===== src/vbm_pkg.sv =====
// ----------------------------------------------------------------------------
// vbm_pkg
// Shared constants, types and state codes of the voice bus mixer.
// ----------------------------------------------------------------------------
`default_nettype none

package vbm_pkg;

	localparam int MAX_VOICES_DEF       = 64;
	localparam int MAX_BUSES_DEF        = 16;
	localparam int MAX_OUT_CHANNELS_DEF = 8;

	localparam int VOICE_W = 6;
	localparam int BUS_W   = 4;
	localparam int BUS_AW  = 6;
	localparam int CHAN_W  = 3;
	localparam int GAIN_W  = 16;
	localparam int SMP_W   = 16;
	localparam int ACC_W   = 40;
	localparam int SUM_W   = 64;
	localparam int OC_W    = 4;

	localparam logic [OC_W-1:0] OC_RESET = 4'd2;

	typedef enum logic [1:0] {
		FN_SET_BUS   = 2'd0,
		FN_SET_CGAIN = 2'd1,
		FN_SET_BGAIN = 2'd2,
		FN_MIX       = 2'd3
	} func_t;

	typedef enum logic [2:0] {
		S_INIT,
		S_IDLE,
		S_RD,
		S_LOOK,
		S_ACC,
		S_WALK,
		S_DRAIN,
		S_OUT
	} state_t;

	// Control bundle sent from the sequencer to each channel lane.
	typedef struct packed {
		logic                     gain_we;
		logic [VOICE_W-1:0]       voice;
		logic [GAIN_W-1:0]        gain;
		logic [BUS_AW-1:0]        acc_addr;
		logic                     acc_we;
		logic signed [SMP_W-1:0]  mono;
		logic [GAIN_W-1:0]        bus_gain;
		logic                     sum_clr;
		logic                     sum_en;
		logic                     acc_clr;
	} lane_ctl_t;

endpackage

`default_nettype wire


===== src/vbm_lane.sv =====
// ----------------------------------------------------------------------------
// vbm_lane
// One output channel lane: voice gains, bus accumulators and the bus sum.
// ----------------------------------------------------------------------------
`default_nettype none

module vbm_lane #(
	parameter int NV = vbm_pkg::MAX_VOICES_DEF,
	parameter int NB = vbm_pkg::MAX_BUSES_DEF
) (
	input  wire logic                            clk,
	input  wire logic                            arst_n,
	input  wire vbm_pkg::lane_ctl_t              ctl,
	output logic signed [vbm_pkg::SUM_W-1:0]     sum
);
	import vbm_pkg::*;

	localparam int VIW = (NV > 1) ? $clog2(NV) : 1;
	localparam int BIW = $clog2(NB);

	localparam logic signed [ACC_W-1:0] ACC_MAX = {1'b0, {(ACC_W-1){1'b1}}};
	localparam logic signed [ACC_W-1:0] ACC_MIN = {1'b1, {(ACC_W-1){1'b0}}};

	logic [GAIN_W-1:0]        gain_mem [NV];
	logic [GAIN_W-1:0]        gain_rd_q;
	logic signed [ACC_W-1:0]  acc_mem [NB];
	logic [NB-1:0]            acc_vld_q;
	logic signed [ACC_W-1:0]  acc_rd_q;
	logic signed [32:0]       mix_s2;
	logic signed [56:0]       prod_s2;
	logic signed [SUM_W-1:0]  sum_q;
	logic signed [ACC_W:0]    acc_sum;
	logic signed [ACC_W-1:0]  acc_new;

	logic [VIW-1:0] va;
	logic [BIW-1:0] ba;

	assign va = VIW'(ctl.voice);
	assign ba = BIW'(ctl.acc_addr);

	always_ff @(posedge clk) begin
		if (ctl.gain_we) begin
			gain_mem[va] <= ctl.gain;
		end
		gain_rd_q <= gain_mem[va];
		if (ctl.acc_we) begin
			acc_mem[ba] <= acc_new;
		end
		acc_rd_q <= acc_vld_q[ba] ? acc_mem[ba] : '0;
	end

	always_ff @(posedge clk or negedge arst_n) begin
		if (!arst_n) begin
			acc_vld_q  <= '0;
		end else begin
			if (ctl.acc_clr) begin
				acc_vld_q <= '0;
			end else if (ctl.acc_we) begin
				acc_vld_q[ba] <= 1'b1;
			end
		end
	end

	always_ff @(posedge clk) begin
		mix_s2  <= ctl.mono * $signed({1'b0, gain_rd_q});
		prod_s2 <= acc_rd_q * $signed({1'b0, ctl.bus_gain});
		if (ctl.sum_clr) begin
			sum_q <= '0;
		end else if (ctl.sum_en) begin
			sum_q <= sum_q + SUM_W'(prod_s2);
		end
	end

	always_comb begin
		acc_sum = (ACC_W+1)'(acc_rd_q) + (ACC_W+1)'(mix_s2);
		if (acc_sum > (ACC_W+1)'(ACC_MAX)) begin
			acc_new = ACC_MAX;
		end else if (acc_sum < (ACC_W+1)'(ACC_MIN)) begin
			acc_new = ACC_MIN;
		end else begin
			acc_new = acc_sum[ACC_W-1:0];
		end
	end

	assign sum = sum_q;

endmodule

`default_nettype wire


===== config.mk =====
export PLATFORM = sky130hd
export DESIGN_NAME = vbm_lane
export DESIGN_NICKNAME = d
export VERILOG_FILES = /design/src/vbm_pkg.sv /design/src/vbm_lane.sv
export SDC_FILE = /design/constraint.sdc
export NUM_CORES = 2
export LEC_CHECK = 0
export BUFFER_PORTS_ARGS = -buffer_cell sky130_fd_sc_hd__buf_2
export CORE_MARGIN = 5
export CORE_UTILIZATION = 25
export DETAILED_ROUTE_END_ITERATION = 10
export PLACE_DENSITY = 0.36
export SLEW_MARGIN = 0
export SYNTH_ARGS = -nofsm -noshare
export SYNTH_HDL_FRONTEND = slang
export SYNTH_SLANG_ARGS = --single-unit

===== constraint.sdc =====
create_clock -name clk -period 7.2 [get_ports clk]
set_input_delay 1.44 -clock clk [delete_from_list [all_inputs] [get_ports clk]]
set_output_delay 1.44 -clock clk [all_outputs]
set_load 0.05 [all_outputs]

==> impl_metrics.env <==
export IMPL_path_class="in -> reg"
export IMPL_routabilityCongestion=0.797
export IMPL_grt_start_max_net_pins=87
export IMPL_finalNonFillerCells=14000
export IMPL_syn_area_um2=104000
export IMPL_yosys_mux_area_fraction_pct=4.91
export IMPL_cts_inserted_buffers=223
export IMPL_cp_startpoint="ctl[11]"
export IMPL_start_util_pct=25.1
export IMPL_multi_input_area_um2=44200
export IMPL_layout_commonest_cell="edfxtp_1"
export IMPL_end_kind="flip-flop"
export IMPL_synth_seq_area_share_pct=52.6
export IMPL_drt_iter0_markers=4038
export IMPL_power_density_nw_per_um2=386
export IMPL_area_growth_pct=17.8
export IMPL_r2r_end="prod_s2[56]"
export IMPL_min_path_type="reg -> reg"
export IMPL_cts_buffer_depth=4
export IMPL_drive_gt1_share_pct=15.7
export IMPL_final_antenna_net_count=0
export IMPL_cts_max_level=4
export IMPL_wl_per_cell_um=22.9
export IMPL_synth_edff_count=1664
export IMPL_path_clk_slew_ns=0.08
export IMPL_p_int_mw=29.2
export IMPL_vias=63400
export IMPL_fin_tns_setup_ns=0
export IMPL_cts_hold_buf=0
export IMPL_yosys_area_top_type_share_pct=48.2
export IMPL_synth_xor_area_share_pct=1.47
export IMPL_synthFlopType="edfxtp_1"
export IMPL_numPortBuffers=128
export IMPL_setup_violations=0
export IMPL_grt_usage_pct=14.8
export IMPL_die_width_um=654
export IMPL_die_area_um2=428000
export IMPL_ioPinCount=131
export IMPL_grt_overflow=0
export IMPL_synth_compound_area_share_pct=8.60
export IMPL_antenna_found_initial=19
export IMPL_cts_sinks=1890
export IMPL_coreArea_um2=413000
export IMPL_p_comb_share_pct=46.7
export IMPL_arrival_ns=7.83
export IMPL_final_max_slew_viol_count=0
export IMPL_fin_nets=9565
export IMPL_cp_max_fo=16
export IMPL_detail_route_first_pass_iterations=5
export IMPL_drc=0
export IMPL_yosys_warnings=0
export IMPL_insertion_delay_ns=1.01
export IMPL_rsz0062_at_grt="true"
export IMPL_clock_skew_ns=0.199
export IMPL_r2r_slack_ns=0.26
export IMPL_yosys_area_top_type="edfxtp_1"
export IMPL_die_h_um=654
export IMPL_worst_pin_slew_ns=1.27
export IMPL_syn_area_per_cell_um2=13.3
export IMPL_endpoint="prod_s2[56]"
export IMPL_nFillCells=41900
export IMPL_ys_top_cells_by_area="edfxtp_1, fa_1, mux4_2, ha_1, dfxtp_1"
export IMPL_irDropWorstVdd_v=0.000576
export IMPL_ys_ff_latch=1890
export IMPL_synth_simple_area_share_pct=7.66
export IMPL_finalCritPeriodShare_pct=97.5
export IMPL_p_sw_share_pct=38.2
export IMPL_r2r_start="acc_rd_q[10]"
export IMPL_ys_types=85
export IMPL_critPathRequiredTime_ns=8.01
export IMPL_post_route_cell_area_um2=122000
export IMPL_synthArstFlopShare_pct=0.847
export IMPL_place_area_um2=115000
export IMPL_clock_power_share_pct=23.2
export IMPL_slew_headroom_pct=14.6
export IMPL_dp_cells=13600
export IMPL_start_kind="input port"
export IMPL_power_switching_mw=18.0
export IMPL_cts_tree="yes"
export IMPL_cts_root_buf="clkbuf_16"
export IMPL_grt_pass1_wl_um=472000
export IMPL_period_minus_slack_ns=7.02
export IMPL_fmax_mhz=142
export IMPL_routed_wl_um=321000
export IMPL_status="completed"
export IMPL_pwr_share_seq_pct=30.2
export IMPL_synth_nets=9000
export IMPL_via_per_inst=4.53
export IMPL_synthCells=7778
export IMPL_final_cell_mix="edfxtp_1, inv_1, fa_1, nand2_1, buf_4"
export IMPL_finish_utilization_pct=29.5
export IMPL_maxCapViolations=0
export IMPL_hold_viol_final=0
export IMPL_p_leak_nw=46.8
export IMPL_seq_area_um2=54600
export IMPL_fin_hold_ws_ns=0.490
export IMPL_grt_pass1_vias=67500
export IMPL_dpl_hpwl_um=215000
export IMPL_synthAdderAreaFrac_pct=19.7
export IMPL_reg2regPathDepth=25
export IMPL_rows=236
export IMPL_synth_top_family_by_area="adder cells"
==> routing by layer <==
metal  GRT usage (%)  wire length [µm]  vias up
li1                -                 -    28700
met1            20.2            147000    33300
met2            24.9            155000     1079
met3            1.99             12800      347
met4            3.34              7100        6
met5               0                35        -
==> sequential cells by signal, summed over array words and instances (netlist names) <==
name       flops
prod_s2       57
acc_mem      640
acc_vld_q     16
acc_rd_q      40
gain_rd_q     16
gain_mem    1024
mix_s2        33
sum           64
==> worst max-delay path, cell delays in order <==
cell	delay (ns)
buf_2	0.11
buf_12	0.16
buf_12	0.14
nand2_1	0.07
fa_1	0.54
inv_1	0.05
fa_1	0.51
fa_1	0.52
fa_1	0.46
fa_1	0.52
inv_1	0.05
fa_1	0.47
inv_1	0.04
ha_1	0.30
buf_4	0.16
a21o_1	0.16
a21o_1	0.18
a21o_1	0.16
a21oi_1	0.22
buf_4	0.16
o21ai_0	0.15
a32o_1	0.29
a211o_1	0.39
nand3_2	0.14
o211ai_1	0.10
a21oi_1	0.19
xnor2_1	0.13
==> power groups by stage <==
stage	Sequential, mW	Clock (mW)	Combinational, mW
floorplan	14.6	0	12.9
global placement	14.5	0	22.6
detailed placement	14.5	0	22.5
CTS	14.3	11.3	22.7
global route	14.3	11.8	24.8
finish	14.2	10.9	22.0
==> synth_stat cells (34+ instances only) <==
master    number
nor2_1       272
buf_1         50
nand3_1       60
xor2_1        64
a31oi_1       90
inv_1        996
edfxtp_1    1664
a221oi_1      92
clkbuf_1     323
a22o_1        87
nand2_1      660
nand4_1       90
mux2i_1       47
a22oi_1      342
o21bai_1      39
xnor2_1      110
ha_1         358
dfxtp_1      210
and2_1       374
a21oi_1      241
nor2b_1       57
nor3_1        34
a21o_1       105
mux4_2       204
o21ai_0      107
fa_1         797
==> how the worst min path moves through the flow <==
stage	start	endpoint	depth (start not counted)
3_5_place_dp	acc_vld_q[7]	acc_vld_q[7]	2
4_1_cts	arst_n	acc_vld_q[4]	1
6_report	acc_vld_q[7]	acc_vld_q[7]	2
3_3_place_gp	acc_vld_q[1]	acc_vld_q[1]	2
5_1_grt	arst_n	acc_vld_q[4]	1
2_1_floorplan	acc_vld_q[10]	acc_vld_q[10]	2
==> repair_timing <==
| action | CTS | global route |
|---|---|---|
| endpoints found under the hold margin | 0 | 0 |
| endpoints found under the setup margin | 5 | 22 |
| gates resized for setup | 2 | 32 |
| pin swaps | 1 | 5 |
| buffers inserted | 0 | 1 |
==> metrics by stage <==
stage               setup slack [ns]  power, mW
finish                         0.179       47.2
global route                 -0.0245       50.9
CTS                          -0.0109       48.3
detailed placement             -1.12       37.0
global placement               -1.21       37.0
floorplan                     -0.106       27.5
==> kinds of logic after synthesis <==
logic type / Yosys count
fa+ha+maj: 1155
flops: 1890
simple gates: 1652
buf+inv: 1384
xor+xnor: 174
mux: 253
compound gates: 1270
==> layout make-up <==
| class | instances | share of cell area [%] |
|---|---|---|
| flip-flops and latches | 1890 | 44.7 |
| multi-input cells | 4504 | 36.2 |
| well taps | 5474 | 5.61 |
| clock buffers | 305 | 4.94 |
| repair buffers | 727 | 4.62 |
| inverters | 997 | 3.06 |
| clock inverters | 100 | 0.836 |
| diodes | 12 | 0.0246 |
No activity file was read; power rests on OpenSTA's default activity.
