File: src/vbm_pkg.sv
// ----------------------------------------------------------------------------
// vbm_pkg
// Shared constants, types and state codes of the voice bus mixer.
// ----------------------------------------------------------------------------
`default_nettype none

package vbm_pkg;

	localparam int MAX_VOICES_DEF       = 64;
	localparam int MAX_BUSES_DEF        = 16;
	localparam int MAX_OUT_CHANNELS_DEF = 8;

	localparam int VOICE_W = 6;
	localparam int BUS_W   = 4;
	localparam int BUS_AW  = 6;
	localparam int CHAN_W  = 3;
	localparam int GAIN_W  = 16;
	localparam int SMP_W   = 16;
	localparam int ACC_W   = 40;
	localparam int SUM_W   = 64;
	localparam int OC_W    = 4;

	localparam logic [OC_W-1:0] OC_RESET = 4'd2;

	typedef enum logic [1:0] {
		FN_SET_BUS   = 2'd0,
		FN_SET_CGAIN = 2'd1,
		FN_SET_BGAIN = 2'd2,
		FN_MIX       = 2'd3
	} func_t;

	typedef enum logic [2:0] {
		S_INIT,
		S_IDLE,
		S_RD,
		S_LOOK,
		S_ACC,
		S_WALK,
		S_DRAIN,
		S_OUT
	} state_t;

	// Control bundle sent from the sequencer to each channel lane.
	typedef struct packed {
		logic                     gain_we;
		logic [VOICE_W-1:0]       voice;
		logic [GAIN_W-1:0]        gain;
		logic [BUS_AW-1:0]        acc_addr;
		logic                     acc_we;
		logic signed [SMP_W-1:0]  mono;
		logic [GAIN_W-1:0]        bus_gain;
		logic                     sum_clr;
		logic                     sum_en;
		logic                     acc_clr;
	} lane_ctl_t;

endpackage

`default_nettype wire

File: src/vbm_out_if.sv
// ----------------------------------------------------------------------------
// vbm_out_if
// Result channel: one master sample per used output channel.
// ----------------------------------------------------------------------------
`default_nettype none

interface vbm_out_if;
	logic        valid;
	logic        ready;
	logic [2:0]  out_channel;
	logic signed [15:0] out_sample;
	logic        last;

	modport source (output valid, out_channel, out_sample, last, input ready);
	modport sink (input valid, out_channel, out_sample, last, output ready);
endinterface

`default_nettype wire

File: src/vbm_merge.sv
// ----------------------------------------------------------------------------
// vbm_merge
// Rounds and saturates the lane sums and sends them out one channel a time.
// ----------------------------------------------------------------------------
`default_nettype none

module vbm_merge #(
	parameter int NCH = vbm_pkg::MAX_OUT_CHANNELS_DEF
) (
	input  wire logic                          clk,
	input  wire logic                          arst_n,
	input  wire logic                          start,
	input  wire logic [vbm_pkg::OC_W-1:0]      oc,
	input  wire logic signed [vbm_pkg::SUM_W-1:0] sums [NCH],
	output logic                               busy,
	vbm_out_if.source                          result
);
	import vbm_pkg::*;

	localparam int CW = (NCH > 1) ? $clog2(NCH) : 1;

	logic                    busy_q;
	logic [CW-1:0]           idx_q;
	logic                    out_v_q;
	logic [CHAN_W-1:0]       out_ch_q;
	logic signed [SMP_W-1:0] out_smp_q;
	logic                    out_last_q;
	logic signed [SUM_W-1:0] rounded;
	logic signed [SUM_W-29:0] shifted;
	logic signed [SMP_W-1:0] sat;
	logic                    load;
	logic                    is_last;

	always_comb begin
		rounded = sums[idx_q] + (SUM_W'(1) <<< 27);
		shifted = rounded[SUM_W-1:28];
		if (shifted > (SUM_W-28)'(32767)) begin
			sat = 16'sh7FFF;
		end else if (shifted < -(SUM_W-28)'(32768)) begin
			sat = -16'sh8000;
		end else begin
			sat = shifted[SMP_W-1:0];
		end
	end

	assign load    = busy_q && (!out_v_q || result.ready);
	assign is_last = (OC_W'(idx_q) == oc - OC_W'(1));

	always_ff @(posedge clk or negedge arst_n) begin
		if (!arst_n) begin
			busy_q  <= 1'b0;
			idx_q   <= '0;
			out_v_q <= 1'b0;
		end else begin
			if (start) begin
				busy_q <= 1'b1;
				idx_q  <= '0;
			end else if (load) begin
				idx_q <= idx_q + CW'(1);
				if (is_last) begin
					busy_q <= 1'b0;
				end
			end
			if (load) begin
				out_v_q <= 1'b1;
			end else if (result.ready) begin
				out_v_q <= 1'b0;
			end
		end
	end

	always_ff @(posedge clk) begin
		if (load) begin
			out_ch_q   <= CHAN_W'(idx_q);
			out_smp_q  <= sat;
			out_last_q <= is_last;
		end
	end

	assign busy               = busy_q;
	assign result.valid       = out_v_q;
	assign result.out_channel = out_ch_q;
	assign result.out_sample  = out_smp_q;
	assign result.last        = out_last_q;

endmodule

`default_nettype wire

File: src/flat_wrapper.sv
// flat-port wrapper written by rule: the top's interface ports become plain ports
module vbm_merge_flat import vbm_pkg::*;
#(
	parameter int NCH = vbm_pkg::MAX_OUT_CHANNELS_DEF
)
  (clk, arst_n, start, oc, sums, busy, result_valid, result_out_channel, result_out_sample, result_last, result_ready);
  vbm_out_if result_i ();
  input  wire logic clk;
  input  wire logic arst_n;
  input  wire logic start;
  input  wire logic [vbm_pkg::OC_W-1:0] oc;
  input  wire logic signed [vbm_pkg::SUM_W-1:0] sums[NCH];
  output logic busy;
  output wire logic [$bits(result_i.valid)-1:0] result_valid;
  output wire logic [$bits(result_i.out_channel)-1:0] result_out_channel;
  output wire logic [$bits(result_i.out_sample)-1:0] result_out_sample;
  output wire logic [$bits(result_i.last)-1:0] result_last;
  input wire logic [$bits(result_i.ready)-1:0] result_ready;
  assign result_valid = result_i.valid;
  assign result_out_channel = result_i.out_channel;
  assign result_out_sample = result_i.out_sample;
  assign result_last = result_i.last;
  assign result_i.ready = result_ready;
  vbm_merge #(.NCH(NCH)) u_core (.clk(clk), .arst_n(arst_n), .start(start), .oc(oc), .sums(sums), .busy(busy), .result(result_i));
endmodule
File: config.mk
export PLATFORM = sky130hd
export DESIGN_NAME = vbm_merge_flat
export DESIGN_NICKNAME = d
export VERILOG_FILES = /design/src/vbm_pkg.sv /design/src/vbm_out_if.sv /design/src/vbm_merge.sv /design/src/flat_wrapper.sv
export SDC_FILE = /design/constraint.sdc
export NUM_CORES = 1
export LEC_CHECK = 0
export BUFFER_PORTS_ARGS = -buffer_cell sky130_fd_sc_hd__buf_2
export CORE_AREA = 8 8 203 205
export DETAILED_ROUTE_END_ITERATION = 8
export DIE_AREA = 0 0 211 213
export PLACE_DENSITY_LB_ADDON = 0.25
export SYNTH_ARGS = -nofsm -noshare
export SYNTH_HDL_FRONTEND = slang
export SYNTH_SLANG_ARGS = --single-unit
File: constraint.sdc
create_clock -name clk -period 7.91 [get_ports clk]
set_clock_uncertainty 0.15 [all_clocks]
set_input_delay 1.582 -clock clk [delete_from_list [all_inputs] [get_ports clk]]
set_output_delay 1.582 -clock clk [all_outputs]
set_load 0.05 [all_outputs]
==> key figures <==
Worst setup path
  • Slowest cell on the critical path: sky130_fd_sc_hd__o41ai_4
  • Buffer and inverter count on the worst path: 3
  • Arrival time at the worst endpoint: about 5.4 ns
  • Number of gates on the worst path with buffers counted: 13
  • Termination of the worst setup path: u_core.result.out_sample[0]
  • Most used cell, CP: sky130_fd_sc_hd__inv_1
  • Destination of the worst register-to-register timing path: u_core.result.out_sample[0]
  • Worst Setup Path Type: in2reg
  • Critical Path Sink Type: register
  • Reg2reg start: u_core.idx_q[0]
  • Required time of the worst setup path: slightly below 8 ns
  • Worst setup path startpoint: sums[476]
  • Largest fanout on the critical path: 15
  • Depth of the worst register-to-register path: 12
  • Critical-path cell list: buf_2, mux4_2, mux2i_1, inv_1, ha_1, inv_1, nor4b_2, nand2_1, or4_1, a22oi_2, o211ai_2, o41ai_4, a21oi_1
  • Critical path's top delay family: compound AO/OA/AOI/OAI gates
  • Slowest Stage Delay on Critical Path: slightly above 0.9 ns
  • Worst setup slack for register-to-register paths: approximately 2.6 ns
  • CP Launch Type: input port

Global route
  • Antenna violations before repair: 10
  • Wire length of the first global-routing pass: 33600 um
  • Remaining global-route overflow: 0
  • Overall routing resource usage: 0.100
  • Via count of the first global-routing pass: between 5k and 6k
  • Largest net degree at the start of global routing: 43

Synth
  • Synth top area share: 0.274
  • Most common flop cell mapped by yosys: sky130_fd_sc_hd__edfxtp_1
  • Share of synthesized registers carrying an async set or reset: 0.200
  • Biggest area contributors in the synthesized netlist: sky130_fd_sc_hd__mux4_2 27%, sky130_fd_sc_hd__edfxtp_1 13%, sky130_fd_sc_hd__mux4_1 9.1%, sky130_fd_sc_hd__mux2i_1 5.0%, sky130_fd_sc_hd__mux2_2 2.9%
  • Post-synth EDFFs: 20
  • Number of unique standard cell types used by synthesis: between 60 and 70
  • Commonest cells in the netlist: 56 x sky130_fd_sc_hd__mux4_2, 23 x sky130_fd_sc_hd__mux2i_1, 23 x sky130_fd_sc_hd__nand2_1
  • Mapped Avg Cell Area: approximately 12 um2
  • Syn nets: about 900
  • Synthesized instance count: 380
  • Synth Cell Area: roughly 0.0046 mm2
  • Most frequently used cell type in the post-synthesis netlist: sky130_fd_sc_hd__mux4_2
  • Leading area contributor after synthesis: sky130_fd_sc_hd__mux4_2
  • YS warnings: 0
  • Synthesized flop and latch total: 25
  • Register area share after synthesis: 0.158

Clock network
  • Number of buffers created by CTS: 3
  • Root buf cell: sky130_fd_sc_hd__clkbuf_16
  • Clock insertion delay at the later pin of the skew report: between 0.2 and 0.3 ns
  • Clock tree from TritonCTS: done
  • Post-CTS Hold Buffers: 0
  • Clock tree buffer depth: 2
  • Resized cells post-CTS: 0
  • Buffers inserted during post-CTS setup optimization: 0
  • Htree depth: 1
  • CTS Sinks: 25
  • Clock edge transition at the registers on the reported setup and hold paths: about 0.070 ns

Placement
  • I/O Buffers: 325
  • Routability congestion estimate from global placement: just under 0.8
  • Inst Count DP: around 1.2k
  • Hpwl dp: 21000 um

STA
  • Final-report max-slew violation count: 0
  • Final hold violation count: 0
  • Max Clock Freq: roughly 180 MHz
  • Period utilisation layout: 0.711
  • Final Setup Violations: 0
  • Setup repair after global routing missed its margin: false
  • Slew of the pin with the lowest slew margin: 0.972 ns
  • Setup Total Neg Slack: 0 ns
  • Final critical delay including setup and external delays: roughly 5.6 ns
  • Remaining max-slew budget at the tightest pin: 0.350

Finish
  • Final layout net count: about 1.2k
  • P&R area growth vs syn: 46.2%
  • Fraction of layout instances using a drive strength above 1: 0.638
  • Count of non-filler cells in the finished layout: 1202

Floorplanning
  • Rows: 72
  • Placeable core region: roughly 0.038 mm2
  • Vertical die dimension: 213 um
  • Effective utilization at floorplan: 0.121
  • Die span in x: 211 um
  • Ports: around 540
  • Total die area: ~0.045 mm2

Drt
  • Post-detailed-route DRC marker count: 0
  • Number of vias in the routed layout: 4602
  • Number of design-rule violations left by the first detailed-router iteration: 204
  • Total length of routed wires: between 20000 and 25000 um
  • Post-DRT Antenna Nets: 0
  • Avg WL per Cell: between 15 and 20 um
  • Via density per instance: approximately 3.8
  • DRT Pass-1 Iters: 6

Run
  • Max_cap viols: 0

Hold path
  • Min-Delay Path Depth: 1
  • Type of the most critical hold path: reg2reg

Outcome
  • Status: completed

Power and ir drop
  • Peak ir drop on the vdd network: 60.1 uV
  • Power after layout: just over 800 uW
  • Total power per unit cell area: about 120 mW/mm2
  • Static power due to leakage: around 0.0026 uW
==> report_power, final <==
part | switching, uW | internal (uW)
Combinational | 271 | 225
Clock | 51.1 | 68.9
Sequential | 27.0 | 167
Total | 349 | 461
==> cells by family after synthesis <==
group	synth area share
mux	0.472
compound gates	0.0848
flops	0.158
simple gates	0.150
buf+inv	0.0744
xor+xnor	0.0532
fa+ha+maj	0.00815
==> layer usage <==
layer / GRT usage / routed length [um] / vias up
met5: 0 / 93 / -
met4: 0.00917 / 99 / 14
met3: 0.0296 / 1810 / 19
met2: 0.162 / 10800 / 207
met1: 0.135 / 10800 / 2173
li1: - / - / 2189
==> cell usage in the layout, fill, tap and decap left out, types with 4 or more instances in the layout <==
master	count
sky130_fd_sc_hd__a22oi_1	4
sky130_fd_sc_hd__nor4_1	8
sky130_fd_sc_hd__a21oi_2	8
sky130_fd_sc_hd__xnor2_1	13
sky130_fd_sc_hd__nand4_1	5
sky130_fd_sc_hd__mux4_2	56
sky130_fd_sc_hd__edfxtp_1	20
sky130_fd_sc_hd__nor2_1	20
sky130_fd_sc_hd__buf_2	325
sky130_fd_sc_hd__and3_1	5
sky130_fd_sc_hd__nand3b_1	4
sky130_fd_sc_hd__mux4_1	16
sky130_fd_sc_hd__mux2i_1	23
sky130_fd_sc_hd__inv_1	11
sky130_fd_sc_hd__o31ai_1	4
sky130_fd_sc_hd__a21oi_1	13
sky130_fd_sc_hd__xor2_1	15
sky130_fd_sc_hd__mux2_2	12
sky130_fd_sc_hd__buf_4	4
sky130_fd_sc_hd__nand2_1	23
sky130_fd_sc_hd__mux2i_2	8
sky130_fd_sc_hd__nor3_1	13
sky130_fd_sc_hd__nand3_1	11
sky130_fd_sc_hd__or4_1	4
==> state kept, by name, summed over array words and instances, names as in the netlist <==
| register | cells |
|---|---|
| u_core.result.out_sample | 16 |
| u_core.result.valid | 1 |
| u_core.idx_q | 3 |
| u_core.result.last | 1 |
| u_core.busy | 1 |
| u_core.result.out_channel | 3 |
==> cell type report <==
| cell class | count | area [um2] |
|---|---|---|
| Fill cell | 4254 | 31400 |
| Clock inverter | 1 | 7.51 |
| Timing Repair Buffer | 330 | 1680 |
| Multi-Input combinational cell | 313 | 3540 |
| Tap cell | 518 | 648 |
| Clock buffer | 3 | 75.1 |
| Antenna cell | 1 | 2.50 |
| Sequential cell | 25 | 737 |
| Inverter | 11 | 41.3 |
==> worst min path at each step <==
stage                               start                      endpoint  slack, ns
after floorplan           u_core.idx_q[0]  u_core.result.out_channel[0]       0.33
after global placement        u_core.busy           u_core.result.valid       0.35
after detailed placement      u_core.busy           u_core.result.valid       0.36
after CTS                     u_core.busy           u_core.result.valid       0.38
after global routing          u_core.busy           u_core.result.valid       0.42
final                         u_core.busy           u_core.result.valid       0.38
==> through the flow <==
stage | cell area [um2] | hold slack (ns) | utilization | worst slack (ns)
floorplan | 4610 | 0.325 | - | 3.22
global placement | 6650 | 0.349 | 0.174 | 1.91
detailed placement | 6650 | 0.357 | 0.174 | 1.91
CTS | 6730 | 0.375 | 0.177 | 2.18
global route | 6730 | 0.420 | 0.177 | 1.96
finish | 6730 | 0.376 | 0.177 | 2.29
(Power assumes the default switching activity.)
